### src/rtl/dpt_pkg.sv
package dpt_pkg;

  localparam logic [63:0] BITS_ONE  = 64'h3FF0_0000_0000_0000;
  localparam logic [63:0] BITS_DMAX = 64'h7FEF_FFFF_FFFF_FFFF;
  localparam logic [63:0] BITS_DMIN = 64'h0010_0000_0000_0000;

  localparam int          MAX_DEC_EXP = 308;
  localparam int          MIN_DEC_EXP = -307;
  localparam int          MAG_W       = 9;    // magnitudes up to 308
  localparam int          CHUNK_W     = 14;   // multiplier digit width
  localparam int          NUM_CHUNKS  = 4;    // 4 x 14 covers 53 bits
  localparam int          QUO_BITS    = 54;   // 53 mantissa bits + guard

  typedef enum logic [2:0] {
    S_IDLE,
    S_NEXT,
    S_MUL,
    S_MRND,
    S_DINIT,
    S_DIV,
    S_DRND,
    S_DONE
  } state_t;

  typedef enum logic [1:0] {
    LD_NONE,
    LD_ONE,
    LD_MAX,
    LD_MIN
  } load_t;

  typedef struct packed {
    load_t       ld;
    logic        mul_clear;
    logic        mul_step;
    logic [1:0]  chunk;
    logic        mul_round;
    logic [2:0]  kidx;
    logic        div_init;
    logic        div_step;
    logic        div_round;
    logic        out_load;
    logic        clip;
  } dp_cmd_t;

  // Table walk: 10^32, 10^16, 10^8, 10^4, 10^2, 10
  function automatic logic [MAG_W-1:0] step_exp(input logic [2:0] k);
    logic [MAG_W-1:0] r;
    case (k)
      3'd0:    r = 9'd32;
      3'd1:    r = 9'd16;
      3'd2:    r = 9'd8;
      3'd3:    r = 9'd4;
      3'd4:    r = 9'd2;
      default: r = 9'd1;
    endcase
    return r;
  endfunction

  function automatic logic [63:0] step_val(input logic [2:0] k);
    logic [63:0] r;
    case (k)
      3'd0:    r = 64'h4693_B8B5_B505_6E17;
      3'd1:    r = 64'h4341_C379_37E0_8000;
      3'd2:    r = 64'h4197_D784_0000_0000;
      3'd3:    r = 64'h40C3_8800_0000_0000;
      3'd4:    r = 64'h4059_0000_0000_0000;
      default: r = 64'h4024_0000_0000_0000;
    endcase
    return r;
  endfunction

endpackage

### src/rtl/dpt_ctrl.sv
module dpt_ctrl
  import dpt_pkg::*;
(
  input  logic        clk,
  input  logic        rst_n,
  input  logic        in_tvalid,
  output logic        in_tready,
  input  logic [15:0] exponent,
  output logic        out_tvalid,
  input  logic        out_tready,
  output dp_cmd_t     cmd
);

  state_t           state_r, state_nxt;
  logic [MAG_W-1:0] mag_r, mag_nxt;
  logic             neg_r, neg_nxt;
  logic [2:0]       k_r, k_nxt;
  logic [5:0]       cnt_r, cnt_nxt;
  logic             clip_r, clip_nxt;
  logic             out_valid_r, out_valid_nxt;

  logic signed [15:0] e_s;
  logic [15:0]        e_abs;

  assign e_s        = signed'(exponent);
  assign e_abs      = e_s[15] ? (16'd0 - exponent) : exponent;
  assign out_tvalid = out_valid_r;

  always_ff @(posedge clk) begin
    if (!rst_n) begin
      state_r     <= S_IDLE;
      mag_r       <= '0;
      neg_r       <= 1'b0;
      k_r         <= '0;
      cnt_r       <= '0;
      clip_r      <= 1'b0;
      out_valid_r <= 1'b0;
    end else begin
      state_r     <= state_nxt;
      mag_r       <= mag_nxt;
      neg_r       <= neg_nxt;
      k_r         <= k_nxt;
      cnt_r       <= cnt_nxt;
      clip_r      <= clip_nxt;
      out_valid_r <= out_valid_nxt;
    end
  end

  always_comb begin
    state_nxt     = state_r;
    mag_nxt       = mag_r;
    neg_nxt       = neg_r;
    k_nxt         = k_r;
    cnt_nxt       = cnt_r;
    clip_nxt      = clip_r;
    out_valid_nxt = out_valid_r && !out_tready;
    in_tready     = 1'b0;
    cmd           = '0;
    cmd.ld        = LD_NONE;
    cmd.kidx      = k_r;
    cmd.chunk     = cnt_r[1:0];
    cmd.clip      = clip_r;

    unique case (state_r)
      S_IDLE: begin
        in_tready = 1'b1;
        if (in_tvalid) begin
          if (e_s == 16'sd0) begin
            cmd.ld    = LD_ONE;
            clip_nxt  = 1'b0;
            state_nxt = S_DONE;
          end else if (e_s > 16'(MAX_DEC_EXP)) begin
            cmd.ld    = LD_MAX;
            clip_nxt  = 1'b1;
            state_nxt = S_DONE;
          end else if (e_s < 16'(MIN_DEC_EXP)) begin
            cmd.ld    = LD_MIN;
            clip_nxt  = 1'b1;
            state_nxt = S_DONE;
          end else begin
            cmd.ld    = LD_ONE;
            clip_nxt  = 1'b0;
            mag_nxt   = e_abs[MAG_W-1:0];
            neg_nxt   = e_s[15];
            k_nxt     = '0;
            state_nxt = S_NEXT;
          end
        end
      end
      S_NEXT: begin
        if (mag_r == '0) begin
          state_nxt = neg_r ? S_DINIT : S_DONE;
        end else if (mag_r >= step_exp(k_r)) begin
          mag_nxt       = mag_r - step_exp(k_r);
          cnt_nxt       = '0;
          cmd.mul_clear = 1'b1;
          state_nxt     = S_MUL;
        end else begin
          k_nxt = k_r + 3'd1;
        end
      end
      S_MUL: begin
        cmd.mul_step = 1'b1;
        cnt_nxt      = cnt_r + 6'd1;
        if (cnt_r == 6'(NUM_CHUNKS - 1)) begin
          state_nxt = S_MRND;
        end
      end
      S_MRND: begin
        cmd.mul_round = 1'b1;
        state_nxt     = S_NEXT;
      end
      S_DINIT: begin
        cmd.div_init = 1'b1;
        cnt_nxt      = '0;
        state_nxt    = S_DIV;
      end
      S_DIV: begin
        cmd.div_step = 1'b1;
        cnt_nxt      = cnt_r + 6'd1;
        if (cnt_r == 6'(QUO_BITS - 1)) begin
          state_nxt = S_DRND;
        end
      end
      S_DRND: begin
        cmd.div_round = 1'b1;
        state_nxt     = S_DONE;
      end
      S_DONE: begin
        if (!out_valid_r || out_tready) begin
          cmd.out_load  = 1'b1;
          out_valid_nxt = 1'b1;
          state_nxt     = S_IDLE;
        end
      end
      default: state_nxt = S_IDLE;
    endcase
  end

endmodule

### src/rtl/dpt_dp.sv
module dpt_dp
  import dpt_pkg::*;
(
  input  logic        clk,
  input  dp_cmd_t     cmd,
  output logic [63:0] result_bits,
  output logic        clipped
);

  logic [63:0]  f_r;
  logic [111:0] acc_r;
  logic [54:0]  rem_r;
  logic [53:0]  q_r;
  logic [11:0]  dexp_r;
  logic [63:0]  out_bits_r;
  logic         clip_r;

  logic [52:0]  a_m;
  logic [63:0]  b_val;
  logic [55:0]  b_pad;
  logic [CHUNK_W-1:0] b_chunk;
  logic [66:0]  pp;
  logic [11:0]  esum;
  logic [63:0]  mul_res;
  logic [63:0]  div_res;
  logic         ge;
  logic [54:0]  diff;

  // round to nearest even, renormalize on carry out
  function automatic logic [63:0] pack_rne(input logic [52:0] m, input logic g,
                                           input logic s, input logic [11:0] e);
    logic [53:0] r;
    logic [11:0] ee;
    r  = {1'b0, m} + 54'(g & (s | m[0]));
    ee = e;
    if (r[53]) begin
      r  = r >> 1;
      ee = e + 12'd1;
    end
    return {1'b0, ee[10:0], r[51:0]};
  endfunction

  assign a_m     = {1'b1, f_r[51:0]};
  assign b_val   = step_val(cmd.kidx);
  assign b_pad   = {3'b0, 1'b1, b_val[51:0]};
  assign b_chunk = b_pad[CHUNK_W*cmd.chunk +: CHUNK_W];
  assign pp      = 67'(a_m) * 67'(b_chunk);
  assign esum    = {1'b0, f_r[62:52]} + {1'b0, b_val[62:52]} - 12'd1023;

  always_comb begin
    if (acc_r[105]) begin
      mul_res = pack_rne(acc_r[105:53], acc_r[52], |acc_r[51:0], esum + 12'd1);
    end else begin
      mul_res = pack_rne(acc_r[104:52], acc_r[51], |acc_r[50:0], esum);
    end
  end

  assign div_res     = pack_rne(q_r[53:1], q_r[0], rem_r != '0, dexp_r);
  assign ge          = rem_r >= {2'b0, a_m};
  assign diff        = rem_r - {2'b0, a_m};
  assign result_bits = out_bits_r;
  assign clipped     = clip_r;

  always_ff @(posedge clk) begin
    case (cmd.ld)
      LD_ONE:  f_r <= BITS_ONE;
      LD_MAX:  f_r <= BITS_DMAX;
      LD_MIN:  f_r <= BITS_DMIN;
      default: begin
        if (cmd.mul_round) begin
          f_r <= mul_res;
        end else if (cmd.div_round) begin
          f_r <= div_res;
        end
      end
    endcase

    if (cmd.mul_clear) begin
      acc_r <= '0;
    end else if (cmd.mul_step) begin
      acc_r <= acc_r + (112'(pp) << (CHUNK_W * cmd.chunk));
    end

    // 1/f: dividend 1.0, pre-doubled when f's mantissa exceeds 1.0
    if (cmd.div_init) begin
      rem_r  <= (f_r[51:0] != '0) ? (55'd1 << 53) : (55'd1 << 52);
      dexp_r <= ((f_r[51:0] != '0) ? 12'd2045 : 12'd2046) - {1'b0, f_r[62:52]};
      q_r    <= '0;
    end else if (cmd.div_step) begin
      rem_r <= (ge ? diff : rem_r) << 1;
      q_r   <= {q_r[52:0], ge};
    end

    if (cmd.out_load) begin
      out_bits_r <= f_r;
      clip_r     <= cmd.clip;
    end
  end

endmodule

### src/rtl/double_power_of_ten.sv
// Sequence: a zero or clipped exponent goes from S_IDLE straight to S_DONE;
//   otherwise the table walk (at most 6 entries) runs S_MUL and S_MRND for each
//   multiply (up to 13), then S_DINIT, S_DIV and S_DRND for a negative exponent.
// Requests: one at a time; the iterative 53x14 multiplier and the
//   one-bit-per-cycle restoring divider work on each. A finished result waits
//   in the output register while the next request is already being worked on.
// Reset: rst_n synchronous, active low; clears controller and output valid.
module double_power_of_ten
  import dpt_pkg::*;
(
  input  logic        clk,
  input  logic        rst_n,
  input  logic        in_tvalid,
  output logic        in_tready,
  input  logic [15:0] in_tdata,   // [15:0] exponent (signed)
  output logic        out_tvalid,
  input  logic        out_tready,
  output logic [63:0] out_tdata,  // [63:0] result_bits
  output logic [0:0]  out_tuser   // [0] clipped
);

  dp_cmd_t cmd;
  logic    clipped;

  // Controller: exponent range checks, greedy walk over the power table,
  // sequencing of multiply chunks, rounding and divide iterations.
  dpt_ctrl u_ctrl (
    .clk        (clk),
    .rst_n      (rst_n),
    .in_tvalid  (in_tvalid),
    .in_tready  (in_tready),
    .exponent   (in_tdata),
    .out_tvalid (out_tvalid),
    .out_tready (out_tready),
    .cmd        (cmd)
  );

  // Datapath: running double, shared mantissa multiplier, reciprocal divider,
  // result register.
  dpt_dp u_dp (
    .clk         (clk),
    .cmd         (cmd),
    .result_bits (out_tdata),
    .clipped     (clipped)
  );

  assign out_tuser = clipped;

endmodule

### config.mk
export PLATFORM = sky130hd
export DESIGN_NAME = double_power_of_ten
export DESIGN_NICKNAME = d
export VERILOG_FILES = /design/src/rtl/dpt_pkg.sv /design/src/rtl/dpt_ctrl.sv /design/src/rtl/dpt_dp.sv /design/src/rtl/double_power_of_ten.sv
export SDC_FILE = /design/constraint.sdc
export NUM_CORES = 2
export LEC_CHECK = 0
export BUFFER_PORTS_ARGS = -buffer_cell sky130_fd_sc_hd__buf_4
export CAP_MARGIN = 30
export CORE_MARGIN = 1
export CORE_UTILIZATION = 40
export CTS_CLUSTER_SIZE = 28
export DETAILED_ROUTE_END_ITERATION = 16
export PLACE_DENSITY_LB_ADDON = 0.08
export RECOVER_POWER = 25
export SLEW_MARGIN = 20
export SYNTH_ARGS = -nofsm -noshare
export SYNTH_HDL_FRONTEND = slang
export SYNTH_SLANG_ARGS = --single-unit
export TNS_END_PERCENT = 50
### constraint.sdc
create_clock -name clk -period 27.9 [get_ports clk]
set_clock_uncertainty 0.2 [all_clocks]
set_input_delay 0 -clock clk [delete_from_list [all_inputs] [get_ports clk]]
set_output_delay 0 -clock clk [all_outputs]
set_load 0.01 [all_outputs]
==> results.py <==
metrics = {
    "route": {
        "drcViolationCount": 0,
        "firstDrtPassIters": 6,
        "via_count": 52869,
        "drt-total-wl_um": 227000,
        "drt_first_iter_violations": 4820,
        "ant_nets": 0,
        "via_per_inst": 5.96,
        "routedWlPerCell_um": 25.6,
    },
    "finish": {
        "fin_nets": 7896,
        "n_fill_cell": 14664,
        "fin_util": 0.432,
        "area_delta_synth_final_pct": 7.04,
        "drive_gt1_frac": 0.0488,
        "multi_input_area_um2": 43500,
        "seq_area_um2": 9450,
        "final_cell_area_um2": 61200,
    },
    "floorplan": {
        "die_w_um": 380,
        "start_util": 0.404,
        "io_pins": 87,
        "placement_rows": 138,
        "coreArea_um2": 142000,
        "dieHeight_um": 380,
        "dieArea_um2": 144000,
    },
    "yosys": {
        "synth_top_family_by_area": "adder cells",
        "synthArstFlopShare": 0,
        "syn_area_um2": 57100,
        "yosysUniqueCellTypes": 106,
        "synth-seq-cells": 376,
        "syn_nets": 8056,
        "synth-simple-area-share": 0.193,
        "synth-compound-area-share": 0.177,
        "synth_area_leaders": "fa_1 22%, edfxtp_1 10%, ha_1 7.1%, nand2_1 6.7%, dfxtp_1 6.4%",
        "syn_inst": 7098,
        "syn_area_per_cell_um2": 8.05,
        "synth-xor-area-share": 0.0599,
        "synth_mux_area_frac": 0.0402,
        "yosys_most_used_dff": "edfxtp_1",
        "synth_area_leader_cell": "fa_1",
        "synth_top_area_share": 0.215,
        "synthAdderAreaFrac": 0.286,
        "synthTopCellsByCount": "1,019 x nand2_1, 720 x inv_1, 614 x fa_1, 541 x a21oi_1, 536 x nor2_1",
        "synth_edf_count": 192,
        "seq_area_frac_synth": 0.165,
        "yosys_warnings": 0,
        "synth_most_common_cell": "nand2_1",
    },
    "clock_network": {
        "ctsLongestPathBuffers": 3,
        "clk_latency_ns": 0.70,
        "cts_made_buffers": 51,
        "cts_root_buffer": "clkbuf_16",
        "clk_pin_slew_ns": 0.06,
        "cts_sinks": 376,
        "cts_tree": "yes",
        "htreeDepth": 2,
    },
    "critical_path": {
        "start_kind": "flip-flop",
        "criticalPathCategory": "flip-flop to flip-flop",
        "cpMaxStageDelayCell": "a311oi_1",
        "path_max_fanout": 53,
        "cpPeakStageDelay_ns": 0.73,
        "critPathArrivalTime_ns": 15.78,
        "crit_required_ns": 28.23,
        "path_common_cell": "a21oi_1",
        "setup.worst_path.end_class": "flip-flop",
    },
    "timing": {
        "max_freq_mhz": 64.7,
        "final_period_minus_worst_setup_slack_ns": 15.45,
        "post-route-period-util": 0.554,
        "hold_viol": 0,
        "slew_headroom": -0.276,
        "slew_viol_final": 214,
        "setup_violations": 0,
        "rsz0062_at_grt": "no",
        "fin_tns_setup_ns": 0,
        "worstMarginPinSlew_ns": 1.91,
        "holdWs_ns": 0.0482,
    },
    "global_route": {
        "grt_max_degree": 80,
        "antenna_found_initial": 11,
        "grt_pass1_vias": 52425,
        "grt_overflow": 0,
        "grt_usage": 0.309,
        "grt_pass1_wl_um": 340000,
    },
    "run": {
        "cap_violations": 11,
    },
    "hold_path": {
        "hp-class": "primary input to flip-flop",
    },
    "placement": {
        "io_buffer_count": 85,
        "gp_congestion": 0.972,
        "hpwl_um": 174000,
        "placedInstanceArea_um2": 59600,
    },
    "run_status": {
        "violations": "max-capacitance violations, max-slew violations",
        "status": "complete, but fails checks",
    },
}
[routing by layer]
layer | routed length, um | part of all wire | up-vias | GRT usage
met2 | 103000 | 0.45 | 2035 | 0.494
met5 | 24 | 0.00011 | - | 0
met3 | 16900 | 0.075 | 346 | 0.0511
met4 | 7160 | 0.032 | 4 | 0.0906
li1 | - | - | 23931 | -
met1 | 99700 | 0.44 | 26553 | 0.428
[cell usage in the layout, fill, tap and decap left out, types with 122 or more instances in the layout]
cell type / n
nand3_1: 128
ha_1: 321
edfxtp_1: 192
inv_1: 716
nor2_1: 532
xor2_1: 163
a21o_1: 153
o21ai_0: 285
dfxtp_1: 182
nor3_1: 226
a21oi_1: 538
fa_1: 614
nand2_1: 1019
mux2i_1: 122
xnor2_1: 228
[per-stage QoR]
| step | instances | setup WS [ns] |
|---|---|---|
| 6_report | 8874 | 12.45 |
| 5_1_grt | 8871 | 11.70 |
| 4_1_cts | 8866 | 12.83 |
| 3_5_place_dp | 8741 | 12.96 |
| 3_3_place_gp | 8734 | 12.65 |
| 2_1_floorplan | 7098 | 16.20 |
[registers in the layout, summed over array words and instances (netlist names)]
signal and cells:
u_dp.rem_r 54, u_ctrl.out_tvalid 1, u_dp.acc_r 106, u_ctrl.k_r 3, u_dp.clipped 1, u_dp.result_bits 63, u_dp.dexp_r 11, u_ctrl.neg_r 1
u_dp.q_r 54, u_ctrl.clip_r 1, u_ctrl.state_r 3, u_ctrl.cnt_r 6, u_ctrl.mag_r 9, u_dp.f_r 63
[repair_timing]
item / CTS / global route
resized for setup: 0 / 0
hold buffers: 29 / 0
hold endpoints to repair: 48 / 0
setup buffers: 0 / 0
[path summary, 6_finish.rpt]
| path | startpoint | end | slack, ns | cells past startpoint |
|---|---|---|---|---|
| setup reg to reg | u_ctrl.k_r[0]$_SDFFE_PN0P_ | u_dp.acc_r[104]$_SDFFE_PP0P_ | 12.45 | 46 |
| setup / recovery | u_ctrl.k_r[0]$_SDFFE_PN0P_ | u_dp.acc_r[104]$_SDFFE_PP0P_ | 12.45 | 46 |
| hold / removal | in_tvalid | u_ctrl.clip_r$_SDFFE_PN0P_ | 0.05 | 5 |
| hold reg to reg | u_ctrl.clip_r$_SDFFE_PN0P_ | u_dp.clipped$_DFFE_PP_ | 0.24 | 0 |
[worst max-delay path: cells and delay by family, from the launching register on]
family / cells / cell delay, ns
buffers and inverters: 5 / 1.05
AO/OA/AOI/OAI: 23 / 6.04
flip-flops: 1 / 0.43
adder cells (fa/ha/maj): 9 / 4.65
XOR/XNOR: 1 / 0.16
AND/OR/NAND/NOR: 4 / 1.05
multiplexers: 4 / 1.59
[cell type report]
type	count	area share
Tap cell	1890	0.0387
Clock buffer	63	0.0226
Sequential cell	376	0.155
Multi-Input combinational cell	5545	0.710
Inverter	726	0.0446
Timing Repair Buffer	238	0.0238
Antenna cell	3	0.000123
Clock inverter	33	0.00528
[kinds of logic (layout without fill, tap and decap cells)]
kind of cell / Yosys count / after routing
and+or+nand+nor: 2435 / 2435
AOI/OAI and AO/OA: 1587 / 1587
xor gates and xnor gates: 391 / 391
muxes: 193 / 193
other: 1 / 4
adders and majority gates: 938 / 938
DFF: 376 / 376
buffers and inverters: 1177 / 1060
Power is left out: the tool's default activity adds up to more than one toggle a clock period on the data nets, which glitch-free logic cannot reach.
